==> src/rtl/bdc_pkg.sv <==
// ----------------------------------------------------------------------------
// bdc_pkg
// Shared types and constants of the button debounce / click / long-press block
// ----------------------------------------------------------------------------
`default_nettype none

package bdc_pkg;

  // event codes
  localparam logic [2:0] EV_NONE     = 3'd0;
  localparam logic [2:0] EV_PRESSED  = 3'd1;
  localparam logic [2:0] EV_RELEASED = 3'd2;
  localparam logic [2:0] EV_LONG     = 3'd3;
  localparam logic [2:0] EV_CLICK    = 3'd4;

  // configuration register indexes
  localparam logic [1:0] REG_SETTLING   = 2'd0;
  localparam logic [1:0] REG_CLICK_GAP  = 2'd1;
  localparam logic [1:0] REG_LONG_PRESS = 2'd2;
  localparam logic [1:0] REG_REPEAT     = 2'd3;

  // reset values of the registers, in milliseconds
  localparam logic [15:0] SETTLING_RST   = 16'd10;
  localparam logic [15:0] CLICK_GAP_RST  = 16'd200;
  localparam logic [15:0] LONG_PRESS_RST = 16'd1000;
  localparam logic [15:0] REPEAT_RST     = 16'd100;

  localparam logic [7:0] COUNT_MAX = 8'd255;

  typedef struct packed {
    logic [15:0] settling_ms;
    logic [15:0] click_gap_ms;
    logic [15:0] long_press_ms;
    logic [15:0] repeat_ms;
  } cfg_t;

  typedef struct packed {
    logic [2:0] event_code;
    logic [7:0] event_count;
    logic       button_down;
  } res_t;

  // saturating increment of an 8 bit count
  function automatic logic [7:0] sat_inc(input logic [7:0] v);
    sat_inc = (v == COUNT_MAX) ? COUNT_MAX : v + 8'd1;
  endfunction

endpackage

`default_nettype wire

==> src/rtl/bdc_poll_if.sv <==
// ----------------------------------------------------------------------------
// bdc_poll_if
// Poll channel: raw pin level and millisecond timestamp
// ----------------------------------------------------------------------------
`default_nettype none

interface bdc_poll_if;
  logic        valid;
  logic        ready;
  logic        pin_level;
  logic [31:0] now_ms;

  modport source (output valid, output pin_level, output now_ms, input ready);
  modport sink   (input valid, input pin_level, input now_ms, output ready);
endinterface

`default_nettype wire

==> src/rtl/bdc_event_if.sv <==
// ----------------------------------------------------------------------------
// bdc_event_if
// Event channel: event code, count and debounced button state
// ----------------------------------------------------------------------------
`default_nettype none

interface bdc_event_if;
  logic       valid;
  logic       ready;
  logic [2:0] event_code;
  logic [7:0] event_count;
  logic       button_down;

  modport source (output valid, output event_code, output event_count,
                  output button_down, input ready);
  modport sink   (input valid, input event_code, input event_count,
                  input button_down, output ready);
endinterface

`default_nettype wire

==> src/rtl/bdc_cfg.sv <==
// ----------------------------------------------------------------------------
// bdc_cfg
// Timing configuration registers with a plain write port
// ----------------------------------------------------------------------------
`default_nettype none

module bdc_cfg
  import bdc_pkg::*;
(
  input  wire logic        clk,
  input  wire logic        rst,
  input  wire logic        cfg_we,
  input  wire logic [1:0]  cfg_index,
  input  wire logic [15:0] cfg_data,
  output cfg_t             cfg
);

  // register writes
  always_ff @(posedge clk) begin
    if (rst) begin
      cfg.settling_ms   <= SETTLING_RST;
      cfg.click_gap_ms  <= CLICK_GAP_RST;
      cfg.long_press_ms <= LONG_PRESS_RST;
      cfg.repeat_ms     <= REPEAT_RST;
    end else if (cfg_we) begin
      case (cfg_index)
        REG_SETTLING:   cfg.settling_ms   <= cfg_data;
        REG_CLICK_GAP:  cfg.click_gap_ms  <= cfg_data;
        REG_LONG_PRESS: cfg.long_press_ms <= cfg_data;
        REG_REPEAT:     cfg.repeat_ms     <= cfg_data;
        default: ;
      endcase
    end
  end

endmodule

`default_nettype wire

==> src/rtl/bdc_core.sv <==
// ----------------------------------------------------------------------------
// bdc_core
// Debounce state and event decision for one poll per cycle while step is high
// ----------------------------------------------------------------------------
`default_nettype none

module bdc_core
  import bdc_pkg::*;
(
  input  wire logic        clk,
  input  wire logic        rst,
  input  wire cfg_t        cfg,
  input  wire logic        step,
  input  wire logic        pin_level,
  input  wire logic [31:0] now_ms,
  output res_t             res
);

  logic        debounced_down, debounced_down_next;
  logic        change_pending, change_pending_next;
  logic [31:0] pending_since, pending_since_next;
  logic [31:0] press_time, press_time_next;
  logic [31:0] release_time, release_time_next;
  logic [31:0] repeat_time, repeat_time_next;
  logic [7:0]  long_ticks, long_ticks_next;
  logic [7:0]  click_count, click_count_next;

  logic        down_now;
  logic [31:0] pend_age, held_len, long_age, rep_age, idle_age;
  logic [2:0]  code;
  logic [7:0]  count;

  assign down_now = ~pin_level;

  // next state and event of the current poll
  always_comb begin
    debounced_down_next = debounced_down;
    change_pending_next = change_pending;
    pending_since_next  = pending_since;
    press_time_next     = press_time;
    release_time_next   = release_time;
    repeat_time_next    = repeat_time;
    long_ticks_next     = long_ticks;
    click_count_next    = click_count;
    code                = EV_NONE;
    count               = 8'd0;

    pend_age = now_ms - pending_since;
    held_len = now_ms - press_time;

    // debounce: accept a change once it has settled
    if (change_pending) begin
      if (pend_age >= {16'd0, cfg.settling_ms}) begin
        if (down_now != debounced_down) begin
          if (down_now) begin
            press_time_next = now_ms;
            code            = EV_PRESSED;
          end else begin
            release_time_next = now_ms;
            code              = EV_RELEASED;
            long_ticks_next   = 8'd0;
            if (held_len < {16'd0, cfg.long_press_ms}) begin
              click_count_next = sat_inc(click_count);
            end else begin
              click_count_next = 8'd0;
            end
          end
        end
        debounced_down_next = down_now;
        change_pending_next = 1'b0;
      end
    end else if (down_now != debounced_down) begin
      pending_since_next  = now_ms;
      change_pending_next = 1'b1;
    end

    long_age = now_ms - press_time_next;
    rep_age  = now_ms - repeat_time;

    // long press, first firing and repeats
    if (debounced_down_next) begin
      if (long_ticks_next == 8'd0) begin
        if (long_age > {16'd0, cfg.long_press_ms}) begin
          long_ticks_next  = 8'd1;
          repeat_time_next = now_ms;
          code             = EV_LONG;
          count            = 8'd1;
        end
      end else if (rep_age > {16'd0, cfg.repeat_ms}) begin
        repeat_time_next = now_ms;
        long_ticks_next  = sat_inc(long_ticks_next);
        code             = EV_LONG;
        count            = long_ticks_next;
      end
    end

    idle_age = now_ms - release_time_next;

    // click sequence ends after the gap
    if (click_count_next != 8'd0 && !debounced_down_next &&
        idle_age > {16'd0, cfg.click_gap_ms}) begin
      code             = EV_CLICK;
      count            = click_count_next;
      click_count_next = 8'd0;
    end

    res.event_code  = code;
    res.event_count = count;
    res.button_down = debounced_down_next;
  end

  // state registers
  always_ff @(posedge clk) begin
    if (rst) begin
      debounced_down <= 1'b0;
      change_pending <= 1'b0;
      pending_since  <= 32'd0;
      press_time     <= 32'd0;
      release_time   <= 32'd0;
      repeat_time    <= 32'd0;
      long_ticks     <= 8'd0;
      click_count    <= 8'd0;
    end else if (step) begin
      debounced_down <= debounced_down_next;
      change_pending <= change_pending_next;
      pending_since  <= pending_since_next;
      press_time     <= press_time_next;
      release_time   <= release_time_next;
      repeat_time    <= repeat_time_next;
      long_ticks     <= long_ticks_next;
      click_count    <= click_count_next;
    end
  end

endmodule

`default_nettype wire

==> src/rtl/button_debounce_click_longpress.sv <==
// ----------------------------------------------------------------------------
// button_debounce_click_longpress
// Debounces an active-low button and reports press, release, long press
// and multi-click events, one result per poll
// ----------------------------------------------------------------------------
//  channel   dir  payload                                   handshake
//  poll      in   pin_level, now_ms                         valid / ready
//  result    out  event_code, event_count, button_down      valid / ready
//  cfg_*     in   cfg_index, cfg_data                       cfg_we
//
//  One poll per cycle sustained while the result channel is not stalled; a
//  poll's result passes through the poll register, then the decision logic
//  in bdc_core into the result register.
//  rst is synchronous: clears the state and loads the default timings.
//  A stalled result holds the result register; the poll register still
//  takes a transaction while it is empty or the result register can drain.
`default_nettype none

module button_debounce_click_longpress
  import bdc_pkg::*;
(
  input  wire logic        clk,
  input  wire logic        rst,
  input  wire logic        cfg_we,
  input  wire logic [1:0]  cfg_index,
  input  wire logic [15:0] cfg_data,
  bdc_poll_if.sink         poll,
  bdc_event_if.source      result
);

  cfg_t        cfg;
  res_t        res;
  logic        s1_valid;
  logic        s1_pin;
  logic [31:0] s1_now;
  logic        adv;

  bdc_cfg u_cfg (
    .clk       (clk),
    .rst       (rst),
    .cfg_we    (cfg_we),
    .cfg_index (cfg_index),
    .cfg_data  (cfg_data),
    .cfg       (cfg)
  );

  // poll register moves on when the result register is free
  assign adv        = s1_valid && (!result.valid || result.ready);
  assign poll.ready = !s1_valid || adv;

  always_ff @(posedge clk) begin
    if (rst) begin
      s1_valid <= 1'b0;
    end else if (poll.ready) begin
      s1_valid <= poll.valid;
    end
  end

  always_ff @(posedge clk) begin
    if (poll.valid && poll.ready) begin
      s1_pin <= poll.pin_level;
      s1_now <= poll.now_ms;
    end
  end

  bdc_core u_core (
    .clk       (clk),
    .rst       (rst),
    .cfg       (cfg),
    .step      (adv),
    .pin_level (s1_pin),
    .now_ms    (s1_now),
    .res       (res)
  );

  // result register
  always_ff @(posedge clk) begin
    if (rst) begin
      result.valid <= 1'b0;
    end else if (adv) begin
      result.valid <= 1'b1;
    end else if (result.ready) begin
      result.valid <= 1'b0;
    end
  end

  always_ff @(posedge clk) begin
    if (adv) begin
      result.event_code  <= res.event_code;
      result.event_count <= res.event_count;
      result.button_down <= res.button_down;
    end
  end

`ifndef SYNTHESIS
  // press, release and no-event results carry no count
  a_zero_count: assert property (@(posedge clk) disable iff (rst)
    result.valid && (result.event_code == EV_NONE || result.event_code == EV_PRESSED ||
                     result.event_code == EV_RELEASED) |-> result.event_count == 8'd0)
    else $error("count set on an event without one");

  // a press event leaves the button down, a release leaves it up
  a_edge_state: assert property (@(posedge clk) disable iff (rst)
    result.valid && (result.event_code == EV_PRESSED || result.event_code == EV_RELEASED)
    |-> result.button_down == (result.event_code == EV_PRESSED))
    else $error("press or release disagrees with debounced state");

  // long press only while held, with a tick count of at least one
  a_long: assert property (@(posedge clk) disable iff (rst)
    result.valid && result.event_code == EV_LONG
    |-> result.button_down && result.event_count != 8'd0)
    else $error("bad long-press result");

  // click only while released, with a click count of at least one
  a_click: assert property (@(posedge clk) disable iff (rst)
    result.valid && result.event_code == EV_CLICK
    |-> !result.button_down && result.event_count != 8'd0)
    else $error("bad click result");
`endif

endmodule

`default_nettype wire
==> src/flat_wrapper.sv <==
// flat-port wrapper written by rule: the top's interface ports become plain ports
module button_debounce_click_longpress_flat import bdc_pkg::*;
  (clk, rst, cfg_we, cfg_index, cfg_data, poll_valid, poll_pin_level, poll_now_ms, poll_ready, result_valid, result_event_code, result_event_count, result_button_down, result_ready);
  bdc_poll_if poll_i ();
  bdc_event_if result_i ();
  input  wire logic clk;
  input  wire logic rst;
  input  wire logic cfg_we;
  input  wire logic [1:0] cfg_index;
  input  wire logic [15:0] cfg_data;
  input wire logic [$bits(poll_i.valid)-1:0] poll_valid;
  input wire logic [$bits(poll_i.pin_level)-1:0] poll_pin_level;
  input wire logic [$bits(poll_i.now_ms)-1:0] poll_now_ms;
  output wire logic [$bits(poll_i.ready)-1:0] poll_ready;
  output wire logic [$bits(result_i.valid)-1:0] result_valid;
  output wire logic [$bits(result_i.event_code)-1:0] result_event_code;
  output wire logic [$bits(result_i.event_count)-1:0] result_event_count;
  output wire logic [$bits(result_i.button_down)-1:0] result_button_down;
  input wire logic [$bits(result_i.ready)-1:0] result_ready;
  assign poll_i.valid = poll_valid;
  assign poll_i.pin_level = poll_pin_level;
  assign poll_i.now_ms = poll_now_ms;
  assign poll_ready = poll_i.ready;
  assign result_valid = result_i.valid;
  assign result_event_code = result_i.event_code;
  assign result_event_count = result_i.event_count;
  assign result_button_down = result_i.button_down;
  assign result_i.ready = result_ready;
  button_debounce_click_longpress u_core (.clk(clk), .rst(rst), .cfg_we(cfg_we), .cfg_index(cfg_index), .cfg_data(cfg_data), .poll(poll_i), .result(result_i));
endmodule
==> config.mk <==
export PLATFORM = sky130hd
export DESIGN_NAME = button_debounce_click_longpress_flat
export DESIGN_NICKNAME = d
export VERILOG_FILES = /design/src/rtl/bdc_pkg.sv /design/src/rtl/bdc_poll_if.sv /design/src/rtl/bdc_event_if.sv /design/src/rtl/bdc_cfg.sv /design/src/rtl/bdc_core.sv /design/src/rtl/button_debounce_click_longpress.sv /design/src/flat_wrapper.sv
export SDC_FILE = /design/constraint.sdc
export NUM_CORES = 1
export LEC_CHECK = 0
export BUFFER_PORTS_ARGS = -buffer_cell sky130_fd_sc_hd__buf_2
export CAP_MARGIN = 40
export CORE_ASPECT_RATIO = 2
export CORE_MARGIN = 2
export CORE_UTILIZATION = 55
export CTS_BUF_LIST = sky130_fd_sc_hd__clkbuf_4 sky130_fd_sc_hd__clkbuf_8
export CTS_CLUSTER_SIZE = 14
export DETAILED_ROUTE_END_ITERATION = 7
export PLACE_DENSITY_LB_ADDON = 0.2
export SLEW_MARGIN = 20
export SYNTH_ARGS = -nofsm -noshare
export SYNTH_HDL_FRONTEND = slang
export SYNTH_SLANG_ARGS = --single-unit
export TNS_END_PERCENT = 50
==> constraint.sdc <==
create_clock -name clk -period 15.5 [get_ports clk]
set_input_delay 0.775 -clock clk [delete_from_list [all_inputs] [get_ports clk]]
set_output_delay 0.775 -clock clk [all_outputs]
set_load 0.02 [all_outputs]
==> results.py, run 1 <==
metrics = {
    "min_path": {
        "timing.hold.worst.class": "in -> reg",
        "worstHoldPathCells": 1,
    },
    "critical_path": {
        "critical_path_required_ps": 15990,
        "worst_path_max_delay_cell": "sky130_fd_sc_hd__edfxtp_1",
        "path_max_fanout": 33,
        "worst_setup_path_end_kind": "register",
        "cpMostUsedCell": "sky130_fd_sc_hd__a21oi_1",
        "timing.setup.critical_path_class": "reg -> reg",
        "crit_path_start_kind": "register",
        "reg2reg_depth": 46,
        "slowest_delay_ps": 750,
        "critical_path_arrival_ps": 12320,
    },
    "timing": {
        "final-setup-viol-count": 0,
        "slew_headroom_pct": 38.1,
        "final_period_minus_worst_setup_slack_ps": 11830,
        "achievable-frequency_mhz": 84.5,
        "final_max_slew_viol_count": 0,
        "whs_ps": 312,
        "final_min_period_over_clock_period_pct": 76.3,
        "rsz_0062_raised_after_global_routing": "false",
        "timing_hold_violations_final": 0,
        "timing_worst_slew_pin_value_ps": 920,
        "final_layout_setup_total_negative_slack_ps": 0,
        "clock_skew_ps": 51.4,
    },
    "drt": {
        "drt_iter0_drc": 1123,
        "route.met2.wl_mm": 35.6,
        "highest-signal-layer": "met4",
        "met1_wirelength_mm": 23.8,
        "via_count": 20600,
        "post_drt_antenna_nets": 0,
        "post_detailed_route_wirelength_per_cell_um": 20.5,
        "wl_met3_mm": 2.64,
        "remaining_drc_errors": 0,
        "tritonroute_pass_1_iters": 6,
        "vias_per_cell": 6.09,
        "routed_wirelength_mm": 69.5,
    },
    "global_route": {
        "gr-usage-all-layers_pct": 34.5,
        "antenna_found_initial": 2,
        "grt_max_degree": 79,
        "grt_pass1_wl_mm": 108,
        "first_global_vias": 20600,
        "grt_remaining_overflow": 0,
    },
    "logic_synthesis": {
        "synth_async_sr_flop_share_pct": 0,
        "post_synthesis_sequential_area_ratio_pct": 26.4,
        "postSynthNetCount": 3105,
        "syn_area_sq_mm": 0.0212,
        "ys.flop_type": "sky130_fd_sc_hd__dfxtp_1",
        "synth_enable_flop_cells": 45,
        "synth.ff_latch_count": 257,
        "synth_warnings": 0,
        "avgSynthCellArea_sq_um": 7.56,
        "synthesis.instances": 2808,
        "synth_cell_type_count": 90,
    },
    "run_status": {
        "status": "completed",
    },
    "clocking": {
        "post-cts-setup-buffers": 0,
        "cts_inserted_buffers": 42,
        "cts-htree-levels": 2,
        "numClockSinks": 257,
        "ctsResizeCount": 0,
        "clk_path_buf_depth": 3,
        "path_clk_slew_ps": 80,
        "ctsRootBufferMaster": "sky130_fd_sc_hd__clkbuf_8",
        "worstSkewPairLatency_ps": 630,
        "cts-hold-fix-buffers": 0,
        "tritoncts": "built",
    },
    "finish": {
        "layout-area-overhead-vs-synth_pct": 8.91,
        "multi_input_comb_area_sq_mm": 0.0143,
        "fraction_of_layout_instances_using_a_drive_strength_above_1_pct": 8.01,
        "ff_latch_area_sq_mm": 0.00560,
        "design.final.nets": 3137,
        "n_fill_cell": 3586,
    },
    "run": {
        "cap_violations": 0,
    },
    "floorplan": {
        "fp.coreArea_sq_mm": 0.0380,
        "fp.dieW_um": 143,
        "floorplan.io_pins": 70,
        "fp.dieArea_sq_mm": 0.0403,
        "placement_rows": 101,
        "initial_core_utilization_pct": 55.8,
        "die_h_um": 282,
    },
    "power_and_ir_drop": {
        "leakage_nw": 9.20,
        "vdd_drop_max_v": 0.0000784,
        "cellPowerDensity_mw_per_mm2": 87.0,
    },
    "place": {
        "place_hpwl_mm": 54.7,
        "gpl.final_weighted_congestion": 0.929,
        "number_of_buffers_inserted_by_port_buffering": 69,
    },
}
==> cells in the mapped netlist, types with 6 or more instances <==
| master | number | area [sq um] |
|---|---|---|
| sky130_fd_sc_hd__nand2_1 | 450 | 1690 |
| sky130_fd_sc_hd__a21oi_1 | 299 | 1500 |
| sky130_fd_sc_hd__ha_1 | 236 | 2950 |
| sky130_fd_sc_hd__inv_1 | 228 | 856 |
| sky130_fd_sc_hd__nor2_1 | 219 | 822 |
| sky130_fd_sc_hd__dfxtp_1 | 212 | 4240 |
| sky130_fd_sc_hd__o21ai_0 | 123 | 616 |
| sky130_fd_sc_hd__clkbuf_1 | 95 | 357 |
| sky130_fd_sc_hd__a21o_1 | 73 | 548 |
| sky130_fd_sc_hd__mux2i_1 | 73 | 731 |
| sky130_fd_sc_hd__xnor2_1 | 62 | 543 |
| sky130_fd_sc_hd__nand3_1 | 61 | 305 |
| sky130_fd_sc_hd__a211oi_1 | 56 | 420 |
| sky130_fd_sc_hd__edfxtp_1 | 45 | 1350 |
| sky130_fd_sc_hd__nand4_1 | 40 | 250 |
| sky130_fd_sc_hd__xor2_1 | 37 | 324 |
| sky130_fd_sc_hd__o211ai_1 | 34 | 255 |
| sky130_fd_sc_hd__o21a_1 | 34 | 255 |
| sky130_fd_sc_hd__nor3_1 | 30 | 150 |
| sky130_fd_sc_hd__nand2b_1 | 29 | 181 |
| sky130_fd_sc_hd__nor2b_1 | 29 | 181 |
| sky130_fd_sc_hd__a31oi_1 | 25 | 156 |
| sky130_fd_sc_hd__o21bai_1 | 20 | 150 |
| sky130_fd_sc_hd__and3_1 | 19 | 119 |
| sky130_fd_sc_hd__nor4_1 | 18 | 113 |
| sky130_fd_sc_hd__or3_1 | 18 | 113 |
| sky130_fd_sc_hd__o22ai_1 | 17 | 106 |
| sky130_fd_sc_hd__buf_2 | 15 | 75.1 |
| sky130_fd_sc_hd__a21boi_0 | 14 | 105 |
| sky130_fd_sc_hd__o2111ai_1 | 13 | 114 |
| sky130_fd_sc_hd__o31ai_1 | 13 | 97.6 |
| sky130_fd_sc_hd__and2_1 | 10 | 62.6 |
| sky130_fd_sc_hd__and4_1 | 10 | 87.6 |
| sky130_fd_sc_hd__a22oi_1 | 9 | 67.6 |
| sky130_fd_sc_hd__or2_2 | 9 | 56.3 |
| sky130_fd_sc_hd__o31a_1 | 7 | 61.3 |
| sky130_fd_sc_hd__a211o_1 | 6 | 52.6 |
| sky130_fd_sc_hd__a31o_2 | 6 | 52.6 |
| sky130_fd_sc_hd__or4_1 | 6 | 45.0 |
==> critical path: cells and delay by family, from the launching register on <==
kind,cells,cell delay (ps)
flip-flops,1,750
adder cells (fa/ha/maj),4,1330
XOR/XNOR,2,350
multiplexers,1,180
AND/OR/NAND/NOR,15,3520
AO/OA/AOI/OAI,22,5030
buffers and inverters,2,520
==> stage by stage <==
step | setup WS (ps) | utilization, % | cells | cell area [sq um] | power (mW)
after detailed placement | 3900 | 57.9 | 3307 | 22000 | 1.28
after global placement | 4070 | 57.8 | 3302 | 22000 | 1.27
after floorplan | 6000 | - | 2808 | 21200 | 1.13
after CTS | 3810 | 60.6 | 3382 | 23000 | 2.01
after global routing | 2810 | 60.8 | 3388 | 23100 | 2.11
final | 3670 | 60.8 | 3388 | 23100 | 2.01
==> routing by layer <==
layer  global-route usage [%]  up-vias
li1                         -    10100
met1                     32.5     9596
met2                     63.9      654
met3                     4.04      313
met4                     30.9        0
met5                        0        -
==> cell usage in the layout, fill, tap and decap left out, drive strengths merged, types with 45 or more instances in the layout <==
cell / netlist / routed
clkbuf: 96 / 58
o21ai: 126 / 126
a21o: 73 / 73
mux2i: 73 / 73
edfxtp: 45 / 45
dfxtp: 212 / 212
nand3: 61 / 61
nand2: 451 / 451
nor2: 219 / 219
buf: 20 / 104
inv: 230 / 232
a211oi: 56 / 56
xnor2: 62 / 62
ha: 236 / 236
a21oi: 304 / 304
==> worst paths after layout <==
kind / startpoint / end / slack, ps
max: u_core.s1_now[1]$_DFFE_PP_ / u_core.u_core.long_ticks[0]$_SDFFE_PP0P_ / 3670
min: poll_now_ms[2] / u_core.s1_now[2]$_DFFE_PP_ / 310
max reg2reg: u_core.s1_now[1]$_DFFE_PP_ / u_core.u_core.long_ticks[0]$_SDFFE_PP0P_ / 3670
min reg2reg: u_core.u_cfg.cfg[34]$_SDFFE_PP0P_ / u_core.u_cfg.cfg[34]$_SDFFE_PP0P_ / 450
==> logic make-up (layout without fill, tap and decap cells) <==
family                     count (synthesis)  count (layout)  synth area share [%]
DFF                                      257             257                  26.4
muxes                                     78              78                  3.73
adders and majority gates                242             242                  14.4
AOI/OAI and AO/OA                        818             818                  24.5
xor gates and xnor gates                  99              99                  4.09
other                                      0               2                     0
and+or+nand+nor                          968             968                  20.6
buffers and inverters                    346             409                  6.32
==> cell type report <==
cell class	instances	area share (%)
tap	515	2.79
sequential	257	24.2
clock buffer	58	3.18
multi-input combinational	2205	62.0
clock inverter	17	1.16
timing repair buffer	104	2.90
inverter	230	3.73
antenna	2	0.0217
==> where the power goes <==
group | total [mW] | switching (mW) | internal (mW)
logic | 0.548 | 0.334 | 0.214
clock network | 0.734 | 0.309 | 0.426
registers | 0.728 | 0.0246 | 0.704
==> registers in the layout (all words and copies together), names as in the netlist <==
register / cells
u_core.result.button_down: 1
u_core.result.event_code: 3
u_core.result.event_count: 8
u_core.result.valid: 1
u_core.s1_now: 32
u_core.s1_pin: 1
u_core.s1_valid: 1
u_core.u_cfg.cfg: 64
u_core.u_core.change_pending: 1
u_core.u_core.click_count: 8
u_core.u_core.debounced_down: 1
u_core.u_core.long_ticks: 8
u_core.u_core.pending_since: 32
u_core.u_core.press_time: 32
u_core.u_core.release_time: 32
u_core.u_core.repeat_time: 32
Power figures use the tool's default switching activity.
==> run 2: changes to the inputs <==
ABC_AREA = 1   (was default)
clock period = 9.8 ns   (was 15.5 ns; I/O delays follow)
==> run 2 against run 1 <==
Against the previous run: maximum frequency is 32% higher; synthesized cell count is 19% higher; die area grew 3.3%; combinational power increased by 110%; cell area rose by 3.5%; flip-flop and latch count stayed put; first-iteration DRC count up 29%; sequential power is 59% higher; via count is 9.7% higher; critical path depth rose by 6; largest cell class unchanged.
==> results.py, run 2 <==
metrics = {
    "timing": {
        "final_max_slew_viol_count": 0,
        "rsz_0062_raised_after_global_routing": "false",
        "timing_hold_violations_final": 0,
        "final_layout_setup_total_negative_slack_ps": 0,
        "achievable-frequency_mhz": 111,
        "clock_skew_ps": 44.1,
        "final-setup-viol-count": 0,
        "final_period_minus_worst_setup_slack_ps": 8970,
        "timing_worst_slew_pin_value_ps": 782,
        "slew_headroom_pct": 47.9,
        "final_min_period_over_clock_period_pct": 91.5,
    },
    "drt": {
        "tritonroute_pass_1_iters": 8,
        "post_detailed_route_wirelength_per_cell_um": 18.9,
        "vias_per_cell": 5.69,
        "via_count": 22600,
        "post_drt_antenna_nets": 0,
        "drt_iter0_drc": 1451,
        "routed_wirelength_mm": 75.3,
        "remaining_drc_errors": 0,
    },
    "finish": {
        "fraction_of_layout_instances_using_a_drive_strength_above_1_pct": 7.89,
        "layout_commonest_cell": "sky130_fd_sc_hd__nand2_1",
        "highest_count_cells_in_the_layout_ignoring_fill_and_taps": "803 x sky130_fd_sc_hd__nand2_1, 561 x sky130_fd_sc_hd__inv_1, 316 x sky130_fd_sc_hd__a21oi_1",
        "largest-register": "u_core.u_cfg.cfg",
        "layout-area-overhead-vs-synth_pct": 9.07,
        "design.final.nets": 3712,
        "largest_register_ff_count": 64,
    },
    "logic_synthesis": {
        "synth_enable_flop_cells": 45,
        "post-synth-top-area-cell": "sky130_fd_sc_hd__dfxtp_1",
        "synth_area_leaders": "sky130_fd_sc_hd__dfxtp_1 19%, sky130_fd_sc_hd__nand2_1 14%, sky130_fd_sc_hd__ha_1 13%",
        "synth_common_cells": "804 x sky130_fd_sc_hd__nand2_1, 562 x sky130_fd_sc_hd__inv_1, 316 x sky130_fd_sc_hd__a21oi_1",
        "synth.ff_latch_count": 257,
        "postSynthNetCount": 3640,
        "synth_async_sr_flop_share_pct": 0,
        "post_synthesis_sequential_area_ratio_pct": 25.5,
        "avgSynthCellArea_sq_um": 6.56,
        "syn_area_sq_mm": 0.0219,
        "yosys.cell_count.top_type": "sky130_fd_sc_hd__nand2_1",
        "ys.flop_type": "sky130_fd_sc_hd__dfxtp_1",
        "synth_cell_type_count": 59,
        "synthesis.instances": 3343,
        "netlist.area_leader.share_pct": 19.3,
        "synth_warnings": 0,
    },
    "min_path": {
        "timing.hold.worst.class": "in -> reg",
    },
    "floorplan": {
        "fp.dieW_um": 145,
        "fp.dieArea_sq_mm": 0.0416,
        "initial_core_utilization_pct": 55.6,
        "placement_rows": 103,
        "die_h_um": 286,
        "fp.coreArea_sq_mm": 0.0394,
        "floorplan.io_pins": 70,
    },
    "critical_path": {
        "path_max_fanout": 21,
        "slowest_delay_ps": 510,
        "timing.setup.critical_path_class": "reg -> reg",
        "worst_path_dominant_cell_family": "simple AND/OR/NAND/NOR gates",
        "worst_path_max_delay_cell": "sky130_fd_sc_hd__fa_1",
        "critical_path_arrival_ps": 9320,
        "cp.buffers_inverters": 5,
        "crit_path_start_kind": "register",
        "worst_setup_path_end_kind": "register",
        "critical_path_required_ps": 10140,
        "cpMostUsedCell": "sky130_fd_sc_hd__nand2_1",
    },
    "clocking": {
        "cts-hold-fix-buffers": 0,
        "path_clk_slew_ps": 70,
        "cts_inserted_buffers": 41,
        "worstSkewPairLatency_ps": 620,
        "numClockSinks": 257,
        "ctsRootBufferMaster": "sky130_fd_sc_hd__clkbuf_8",
        "post-cts-setup-buffers": 0,
        "clk_path_buf_depth": 3,
        "ctsResizeCount": 0,
        "cts-htree-levels": 2,
        "tritoncts": "built",
    },
    "global_route": {
        "grt_remaining_overflow": 0,
        "gr-usage-all-layers_pct": 35.4,
        "grt_max_degree": 80,
        "grt_pass1_wl_mm": 117,
        "first_global_vias": 22200,
        "antenna_found_initial": 3,
    },
    "place": {
        "number_of_buffers_inserted_by_port_buffering": 69,
        "place_hpwl_mm": 60.8,
        "gpl.final_weighted_congestion": 1.00,
    },
    "power_and_ir_drop": {
        "total_power_of_the_final_layout_mw": 3.33,
        "leakage_nw": 11.7,
        "vdd_drop_max_v": 0.000114,
        "cellPowerDensity_mw_per_mm2": 139,
    },
    "run_status": {
        "status": "completed",
    },
    "run": {
        "cap_violations": 0,
    },
}
run 2: final timing paths:
kind,endpoint,from,depth (start not counted),slack [ps]
min reg2reg,u_core.u_cfg.cfg[12]$_SDFFE_PP0P_,u_core.u_cfg.cfg[12]$_SDFFE_PP0P_,2,460
max,u_core.result.event_count[2]$_DFFE_PP_,u_core.s1_now[0]$_DFFE_PP_,52,830
min,u_core.s1_pin$_DFFE_PP_,poll_pin_level,1,50
max reg2reg,u_core.result.event_count[2]$_DFFE_PP_,u_core.s1_now[0]$_DFFE_PP_,52,830
run 2: metal layers:
layer  GRT usage (%)  wire [um]  vias up
met1            35.6      26700    10400
li1                -          -    11100
met5               0          0        -
met2            65.1      37500      813
met4            27.8       6890        0
met3            4.91       4190      305
run 2: where the power goes:
part / total, mW / switching, mW / internal, mW
combinational: 1.15 / 0.746 / 0.402
sequential: 1.16 / 0.0286 / 1.13
clock: 1.03 / 0.481 / 0.546
run 2: cells by family (layout without fill, tap and decap cells):
| group | count (synthesis) | after routing | synth area share (%) |
|---|---|---|---|
| AOI/OAI and AO/OA | 727 | 727 | 18.7 |
| other | 0 | 1 | 0 |
| and+or+nand+nor | 1354 | 1354 | 26.3 |
| xor gates and xnor gates | 100 | 100 | 3.99 |
| muxes | 1 | 1 | 0.0456 |
| DFF | 257 | 257 | 25.5 |
| buffers and inverters | 663 | 768 | 11.6 |
| adders and majority gates | 241 | 241 | 13.9 |
run 2: layout make-up:
cell class                      instances  area [sq um]
Antenna cell                            1          2.50
Inverter                              579          2180
Timing Repair Buffer                  113           781
Clock inverter                          7          48.8
Clock buffer                           69           843
Sequential cell                       257          5600
Tap cell                              525           657
Fill cell                            3891         15500
Multi-Input combinational cell       2423         13800
run 2: per-stage QoR:
| step | instances | utilization, % | area, sq um | hold slack (ps) | setup slack [ps] |
|---|---|---|---|---|---|
| floorplan | 3343 | - | 21900 | 433 | 2380 |
| global placement | 3891 | 58.1 | 22900 | 446 | 987 |
| detailed placement | 3896 | 58.3 | 23000 | 452 | 827 |
| CTS | 3972 | 60.6 | 23900 | 22.3 | 779 |
| global route | 3974 | 60.7 | 23900 | 38.8 | 138 |
| finish | 3974 | 60.7 | 23900 | 48.6 | 829 |
